$ cat config.mk
export PLATFORM = sky130hd
export DESIGN_NAME = pfa_ctrl
export DESIGN_NICKNAME = d
export VERILOG_FILES = /design/src/hw/rtl/pfa_pkg.sv /design/src/hw/rtl/pfa_ctrl.sv
export SDC_FILE = /design/constraint.sdc
export NUM_CORES = 1
export LEC_CHECK = 0
export ABC_AREA = 0
export ABC_CLOCK_PERIOD_IN_PS = 3500
export BUFFER_PORTS_ARGS = -buffer_cell sky130_fd_sc_hd__buf_2
export CORE_MARGIN = 2
export CORE_UTILIZATION = 25
export CTS_CLUSTER_DIAMETER = 50
export DETAILED_ROUTE_END_ITERATION = 10
export SYNTH_ARGS = -nofsm -noshare
export SYNTH_HDL_FRONTEND = slang
export SYNTH_SLANG_ARGS = --single-unit
$ cat constraint.sdc
create_clock -name clk_i -period 3.5 [get_ports clk_i]
set_clock_uncertainty 0.2 [all_clocks]
set_input_delay 0.35 -clock clk_i [delete_from_list [all_inputs] [get_ports clk_i]]
set_output_delay 0.35 -clock clk_i [all_outputs]
set_load 0.05 [all_outputs]
$ cat src/hw/rtl/pfa_pkg.sv
// pfa_pkg: shared types, command codes and saturation helper for the
// potential field force accumulator. No dependencies.
package pfa_pkg;

  localparam int unsigned SumW      = 48;
  localparam int unsigned DivSteps  = 48;
  localparam int unsigned SqrtSteps = 32;

  typedef enum logic [2:0] {
    CFG_ATTRACT = 3'd0,
    CFG_REPEL   = 3'd1,
    CFG_SAFE    = 3'd2,
    CFG_MASS    = 3'd3,
    CFG_MISSION = 3'd4
  } cfg_idx_e;

  typedef enum logic [2:0] {
    MUL_SQ, MUL_ATT, MUL_D2, MUL_D3L, MUL_D3H, MUL_REP
  } mul_op_e;

  typedef enum logic [3:0] {
    ACT_NONE, ACT_LOAD, ACT_SQ_ADD, ACT_ATT, ACT_SQRT_INIT, ACT_SQRT_STEP,
    ACT_D2, ACT_DEN_LO, ACT_DEN_HI, ACT_RLOAD, ACT_DIV_STEP, ACT_REP_APPLY,
    ACT_OLOAD, ACT_OSTORE, ACT_EMIT
  } act_op_e;

  typedef struct packed {
    mul_op_e    mul_op;
    act_op_e    act;
    logic [1:0] axis;
  } cmd_t;

  typedef struct packed {
    logic rep_en;
    logic out_free;
  } sts_t;

  typedef struct packed {
    logic [31:0] attract;
    logic [31:0] repel;
    logic [31:0] safe;
    logic [31:0] mass;
    logic        mission;
  } cfg_t;

  // add a 50-bit term into a 48-bit sum, clamp to the 48-bit signed range
  function automatic logic signed [SumW-1:0] sat_add(logic signed [SumW-1:0] sum,
                                                      logic signed [49:0] term);
    logic signed [50:0] s;
    s = 51'(sum) + 51'(term);
    if (s > 51'sh7FFF_FFFF_FFFF) begin
      return {1'b0, {(SumW-1){1'b1}}};
    end else if (s < -51'sh8000_0000_0000) begin
      return {1'b1, {(SumW-1){1'b0}}};
    end
    return s[SumW-1:0];
  endfunction

endpackage

$ cat src/hw/rtl/pfa_ctrl.sv
// pfa_ctrl: sequencer issuing multiplier, root and divider commands to the
// datapath. Depends on pfa_pkg.
module pfa_ctrl (
  input  logic          clk_i,
  input  logic          rst_ni,
  input  logic          in_valid_i,
  input  logic          in_has_i,
  input  logic          in_last_i,
  input  logic          mission_i,
  input  pfa_pkg::sts_t sts_i,
  output logic          in_ready_o,
  output pfa_pkg::cmd_t cmd_o
);

  typedef enum logic [4:0] {
    S_IDLE, S_SQM, S_SQA, S_ATM, S_ATA, S_SQI, S_SQRT, S_D2M, S_D2, S_D3L,
    S_D3H, S_DEN, S_RMUL, S_RLOAD, S_RDIV, S_RAPPLY, S_OLOAD, S_ODIV,
    S_OSTORE, S_EMIT
  } state_e;

  state_e     state_q;
  logic [1:0] k_q;
  logic [5:0] cnt_q;
  logic       last_q;

  always_ff @(posedge clk_i or negedge rst_ni) begin
    if (!rst_ni) begin
      state_q <= S_IDLE;
      k_q     <= '0;
      cnt_q   <= '0;
      last_q  <= 1'b0;
    end else begin
      case (state_q)
        S_IDLE: begin
          k_q <= '0;
          if (in_valid_i) begin
            last_q <= in_last_i;
            if (mission_i && in_has_i) state_q <= S_SQM;
            else if (in_last_i)        state_q <= mission_i ? S_OLOAD : S_EMIT;
          end
        end
        S_SQM: state_q <= S_SQA;
        S_SQA: begin
          if (k_q == 2'd2) begin
            k_q <= '0;
            state_q <= S_ATM;
          end else begin
            k_q <= k_q + 2'd1;
            state_q <= S_SQM;
          end
        end
        S_ATM: state_q <= S_ATA;
        S_ATA: begin
          if (k_q == 2'd2) begin
            k_q <= '0;
            state_q <= S_SQI;
          end else begin
            k_q <= k_q + 2'd1;
            state_q <= S_ATM;
          end
        end
        S_SQI: begin
          cnt_q   <= '0;
          state_q <= S_SQRT;
        end
        S_SQRT: begin
          if (cnt_q == 6'(pfa_pkg::SqrtSteps - 1)) begin
            cnt_q <= '0;
            state_q <= S_D2M;
          end else begin
            cnt_q <= cnt_q + 6'd1;
          end
        end
        S_D2M: begin
          if (sts_i.rep_en)  state_q <= S_D2;
          else if (last_q)   state_q <= S_OLOAD;
          else               state_q <= S_IDLE;
        end
        S_D2:  state_q <= S_D3L;
        S_D3L: state_q <= S_D3H;
        S_D3H: state_q <= S_DEN;
        S_DEN: state_q <= S_RMUL;
        S_RMUL:  state_q <= S_RLOAD;
        S_RLOAD: begin
          cnt_q   <= '0;
          state_q <= S_RDIV;
        end
        S_RDIV: begin
          if (cnt_q == 6'(pfa_pkg::DivSteps - 1)) begin
            cnt_q <= '0;
            state_q <= S_RAPPLY;
          end else begin
            cnt_q <= cnt_q + 6'd1;
          end
        end
        S_RAPPLY: begin
          if (k_q == 2'd2) begin
            k_q <= '0;
            state_q <= last_q ? S_OLOAD : S_IDLE;
          end else begin
            k_q <= k_q + 2'd1;
            state_q <= S_RMUL;
          end
        end
        S_OLOAD: begin
          cnt_q   <= '0;
          state_q <= S_ODIV;
        end
        S_ODIV: begin
          if (cnt_q == 6'(pfa_pkg::DivSteps - 1)) begin
            cnt_q <= '0;
            state_q <= S_OSTORE;
          end else begin
            cnt_q <= cnt_q + 6'd1;
          end
        end
        S_OSTORE: begin
          if (k_q == 2'd2) begin
            k_q <= '0;
            state_q <= S_EMIT;
          end else begin
            k_q <= k_q + 2'd1;
            state_q <= S_OLOAD;
          end
        end
        S_EMIT: if (sts_i.out_free) state_q <= S_IDLE;
        default: state_q <= S_IDLE;
      endcase
    end
  end

  always_comb begin
    cmd_o.axis   = k_q;
    cmd_o.mul_op = pfa_pkg::MUL_SQ;
    cmd_o.act    = pfa_pkg::ACT_NONE;
    case (state_q)
      S_IDLE:   if (in_valid_i) cmd_o.act = pfa_pkg::ACT_LOAD;
      S_SQM:    cmd_o.mul_op = pfa_pkg::MUL_SQ;
      S_SQA:    cmd_o.act = pfa_pkg::ACT_SQ_ADD;
      S_ATM:    cmd_o.mul_op = pfa_pkg::MUL_ATT;
      S_ATA:    cmd_o.act = pfa_pkg::ACT_ATT;
      S_SQI:    cmd_o.act = pfa_pkg::ACT_SQRT_INIT;
      S_SQRT:   cmd_o.act = pfa_pkg::ACT_SQRT_STEP;
      S_D2M:    cmd_o.mul_op = pfa_pkg::MUL_D2;
      S_D2:     cmd_o.act = pfa_pkg::ACT_D2;
      S_D3L:    cmd_o.mul_op = pfa_pkg::MUL_D3L;
      S_D3H: begin
        cmd_o.mul_op = pfa_pkg::MUL_D3H;
        cmd_o.act    = pfa_pkg::ACT_DEN_LO;
      end
      S_DEN:    cmd_o.act = pfa_pkg::ACT_DEN_HI;
      S_RMUL:   cmd_o.mul_op = pfa_pkg::MUL_REP;
      S_RLOAD:  cmd_o.act = pfa_pkg::ACT_RLOAD;
      S_RDIV:   cmd_o.act = pfa_pkg::ACT_DIV_STEP;
      S_RAPPLY: cmd_o.act = pfa_pkg::ACT_REP_APPLY;
      S_OLOAD:  cmd_o.act = pfa_pkg::ACT_OLOAD;
      S_ODIV:   cmd_o.act = pfa_pkg::ACT_DIV_STEP;
      S_OSTORE: cmd_o.act = pfa_pkg::ACT_OSTORE;
      S_EMIT:   if (sts_i.out_free) cmd_o.act = pfa_pkg::ACT_EMIT;
      default:  cmd_o.act = pfa_pkg::ACT_NONE;
    endcase
  end

  assign in_ready_o = state_q == S_IDLE;

  a_emit_free: assert property (@(posedge clk_i) disable iff (!rst_ni)
    cmd_o.act == pfa_pkg::ACT_EMIT |-> sts_i.out_free)
    else $error("result written while previous result still pending");

  a_axis_range: assert property (@(posedge clk_i) disable iff (!rst_ni)
    k_q != 2'd3)
    else $error("axis counter out of range");

  // root init state, then 32 root steps, then the d^2 multiply state
  a_sqrt_len: assert property (@(posedge clk_i) disable iff (!rst_ni)
    state_q == S_SQI |-> ##33 state_q == S_D2M)
    else $error("square root did not take its full step count");

  a_accept_idle: assert property (@(posedge clk_i) disable iff (!rst_ni)
    cmd_o.act == pfa_pkg::ACT_LOAD |=> state_q != S_EMIT || $past(in_last_i))
    else $error("result emitted for an item without last mark");

endmodule

* Yosys cells after proc, flatten, opt, wreduce, memory -nomap -nowiden
Index checks and enable logic that the tools add are counted.
** Storage, ports and cells
- Bits in writable memories :: 0
- Memories :: 0
- Input port bits :: 8
- ROM bits :: 0
- Register bits :: 14
- Bits in latches :: 0
- Logic and storage cells :: 67
** Operators by class
- Divide/modulo/power cells :: 0
- Order comparisons :: 0
- $add $sub $neg :: 2
- Equal/unequal tests :: 28
- Multiplexer cells :: 24
- Multipliers :: 0
- Reduce and logical (&&, ||, !) cells :: 9
- Shift-type cells :: 0
- Bitwise logic cells :: 0
** Operators by type and width (count)
- $pmux 5 s20 :: 1
- $pmux 4 s14 :: 1
- $mux 5 :: 10
- $eq 5x4->1 const B :: 8
- $eq 5x3->1 const B :: 4
- $eq 5x5->1 const B :: 4
- $pmux 6 s3 :: 1
- $pmux 3 s5 :: 1
- $mux 6 :: 2
- $eq 5x2->1 const B :: 2
- $ne 2x2->1 const B :: 5
- $mux 2 :: 4
- $add 6x1->6 const B :: 1
- $eq 6x5->1 const B :: 1
- $eq 6x6->1 const B :: 1
- $reduce_and 6->1 :: 1
- $eq 5x1->1 const B :: 1
- $logic_not 5->1 :: 1
- $mux 4 :: 1
- $pmux 2 s2 :: 1
- $reduce_or 4->1 :: 1
- $mux 3 :: 1
- $ne 3x2->1 const B :: 1
- $reduce_bool 3->1 :: 1
- other kinds (8) :: 8

* Longest topological paths before layout
- Depth after elaboration :: 5
- Mapped depth :: 7

* Worst setup path before layout
No wires, ideal clock.
- Kind :: register to output
- Start :: register state_q[3]
- End :: output port cmd_o[8] (netlist bit)
- Path buffers :: 3
- Data arrival time :: 2620 ps
- Stages on the path, launching flop included :: 5
- Required time :: 2950 ps
- Slack :: 330 ps
- Cells stage by stage :: dfrtp_1 buf_2 buf_1 buf_2 nor4b_1
** RTL lines
- start, declared :: RTL line pfa_ctrl.sv:21 : state_e state_q;
- start signal, assigned :: RTL line pfa_ctrl.sv:39 : else if (in_last_i) state_q <= mission_i ? S_OLOAD : S_EMIT;
- start signal, assigned :: RTL line pfa_ctrl.sv:99 : state_q <= last_q ? S_OLOAD : S_IDLE;
- end, declared :: RTL line pfa_ctrl.sv:12 : output pfa_pkg::cmd_t cmd_o

==> results.md <==
- Status: completed
- Cts repair resizes: 0
- Hold_sp: in_last_i
- Antenna diodes: 0
- Pin count of the biggest net entering global routing: 30
- Die Wd: roughly 77 um
- Global-route wire length before repair: ~5500 um
- Fraction of layout cells with a size suffix above 1: around a fifth
- Maximum fanout along the worst path: 29
- Initial antenna violation count: 0
- Met2 usage: between 10% and 20%
- Final GP Congestion: between 0.8 and 0.9
- Die Y: 76.80 um
- Reg-to-Reg Start: state_q[4]
- Synth async-reset ratio: between 90% and 100%
- Hold Crit Depth: 2
- Clk_lat worst skew: approximately 240 ps
- Fin crit period: between 2000 and 3000 ps
- Grt total ovfl: 0
- Seq. cell area: around 350 sq um
- Detailed-route via count: about 1200
- Crit path required time: between 2000 and 3000 ps
- Reg2Reg Depth: 5
- Starting Density: roughly a quarter
- Core area: 0.005107 sq mm
- Final setup viols: 0
- GR Util All Layers: about 11%
- Syn Inst Count: between 150 and 200
- Fin. Hold Viols: 0
- Area Growth Syn to Fin: 13.41%
- Multi-input gate area: between 800 and 900 sq um
- PwrDens: slightly above 900 mW/mm^2
- Mean post-synth cell area: 8.386 sq um
- Syn_nets: between 150 and 200
- RSZ-0062 raised after global routing: no
- Ports: 18
- Dpl hpwl: between 2000 and 2500 um
- Longest Clk Path Bufs: 2
- Clk pin slew, worst setup/hold paths: 60 ps
- DR WL/cell: ~13 um
- Worst setup EP type: primary output
- Vias per cell: about 5.1
- Busiest layer in global routing: met2
- CTS H-tree lvls: 1
- DRT antenna net count: 0
- Seq cells post-synth: 14
- Port buffer count: 17
- Relative slew slack: between 40% and 50%
- CTS sink count: 14
- # DRC: 0
- Ys Warns: 0
- Total Power: between 1 and 1.5 mW
- Crit Reg-Reg Endpoint: cnt_q[5]
- Number of global-route vias before repair: around 1100
- Fmax: approximately 370 MHz
- CTS buffer count: 3
- Initial drt markers: 164
- Fin crit share: 78.21%
- Die area: slightly below 0.006 sq mm
- Met1 Use GR: between 15 and 20%
- Worst EP arrival: roughly 2200 ps
- Sequential share of the synthesized area: 26.44%
- Filler cells: ~520
- Peak VDD IR: between 0.0003 and 0.0004 V
- Layout Nets: 178
- Hold Path End: last_q
- Netlist cell types: 60
- Worst setup SP type: flop
- Post-route setup TNS: 0 ps
- DR pass1 iterations: 4
- Hold Crit Class: primary input to flop
- Critical path class: flop to primary output
- FF-to-FF setup slack: around 900 ps
- Leakage power total: between 0.6 and 0.7 nW
- Root buffer cell: clkbuf_8
- CTS tree: done
- Slew @ Worst Pin: between 800 and 900 ps
- Dominant synthesized flop cell: dfrtp_1
- GR Layer Usage met3: less than 1%
- Number of flops mapped to enable cells by yosys: 0
- FP Rows: 26
- Cell Area, Synth: between 0.001 and 0.0015 sq mm
- Final Max Tran Viols: 0
- Post CTS Setup Buffer Count: 0
- DRT Wirelength: 3099 um
- MaxCap Viol Count: 0
- Hold_buf cts: 1
registers in the layout (all words and copies together) (netlist names):
| signal | cells |
|---|---|
| k_q | 2 |
| state_q | 5 |
| last_q | 1 |
| cnt_q | 6 |
critical path: stages (launching register included):
cell,delay [ps]
dfrtp_1,900
nand2b_1,210
o22ai_1,90
a221oi_1,330
o32ai_1,130
buf_2,260
metal layers:
| layer | up-vias | part of all wire, % |
|---|---|---|
| met3 | 4 | 2.0 |
| met5 | - | 0 |
| met1 | 591 | 48 |
| li1 | 606 | - |
| met4 | 0 | 2.1 |
| met2 | 18 | 48 |
metrics by stage:
| stage | setup slack (ps) | hold WS, ps | std cells | utilization, % | instance area, sq um |
|---|---|---|---|---|---|
| floorplan | 330.2 | -145.6 | 158 | - | 1325 |
| CTS | 793.1 | 141.7 | 238 | 29.42 | 1503 |
| global placement | 959.1 | 60.84 | 233 | 28.15 | 1438 |
| finish | 762.5 | 145.0 | 238 | 29.42 | 1503 |
| detailed placement | 948.7 | 64.57 | 233 | 28.15 | 1438 |
| global route | 553.5 | 153.7 | 238 | 29.42 | 1503 |
placed cells by master, fill, tap and decap left out, drive strengths merged, types with 3 or more instances in the layout:
| master | synthesis | layout |
|---|---|---|
| nor2 | 10 | 10 |
| o21ai | 14 | 14 |
| nand2 | 16 | 16 |
| nor4b | 4 | 4 |
| dfrtp | 14 | 14 |
| a21oi | 8 | 8 |
| or2 | 4 | 4 |
| and3 | 3 | 3 |
| nand2b | 7 | 7 |
| nor2b | 5 | 5 |
| xor2 | 3 | 3 |
| mux2 | 5 | 5 |
| nor4 | 3 | 3 |
| nand3b | 3 | 3 |
| clkbuf | 5 | 4 |
| inv | 4 | 4 |
| buf | 7 | 17 |
where the power goes:
group / total (mW) / internal, mW / switching, mW
clock: 0.155 / 0.0996 / 0.0553
combinational: 0.818 / 0.320 / 0.498
sequential: 0.405 / 0.211 / 0.195
kinds of logic (layout without fill, tap and decap cells):
group	count (synthesis)	count (layout)	share of synthesized area, %
AO/OA/AOI/OAI	47	47	26.25
flip-flops	14	14	26.44
AND/OR/NAND/NOR	69	69	32.30
buffers and inverters	16	26	5.666
adder cells (fa/ha/maj)	1	1	0.9441
XOR/XNOR	4	4	2.644
multiplexers	7	7	5.760
worst max-delay path by stage:
stage | cells after the start | to | from
4_1_cts | 5 | cmd_o[4] | state_q[4]
2_1_floorplan | 4 | cmd_o[8] | state_q[3]
5_1_grt | 5 | cmd_o[4] | state_q[4]
3_3_place_gp | 5 | cnt_q[5] | state_q[4]
6_report | 5 | cmd_o[4] | state_q[4]
3_5_place_dp | 5 | cnt_q[5] | state_q[4]
cells in the mapped netlist, types with 2 or more instances:
cell type | n | area [sq um]
nand2_1 | 16 | 60.06
o21ai_0 | 8 | 40.04
nor2_1 | 10 | 37.54
mux2i_1 | 2 | 20.02
nor3_1 | 2 | 10.01
nor3b_1 | 2 | 15.01
xor2_1 | 3 | 26.28
o2111ai_1 | 2 | 17.52
nor2b_1 | 5 | 31.28
and3_1 | 3 | 18.77
a22o_1 | 2 | 17.52
mux2_1 | 4 | 45.04
or3_1 | 2 | 12.51
nand2b_1 | 7 | 43.79
clkbuf_1 | 5 | 18.77
dfrtp_1 | 14 | 350.3
nand3b_1 | 3 | 22.52
inv_1 | 2 | 7.510
or2_1 | 3 | 18.77
nor4_1 | 2 | 12.51
a221oi_1 | 2 | 17.52
buf_2 | 3 | 15.01
o21ai_1 | 6 | 30.03
buf_1 | 2 | 7.510
nor4b_1 | 3 | 26.28
a32oi_1 | 2 | 17.52
a21oi_1 | 8 | 40.04
nand3_1 | 2 | 10.01
inv_2 | 2 | 7.510
area by class of cell:
cell class	instances	share of cell area, %
inverters	4	0.9992
flip-flops and latches	14	23.31
repair buffers	18	6.328
clock buffers	4	3.664
multi-input cells	128	59.87
well taps	70	5.828
No activity file was read; power rests on OpenSTA's default activity.
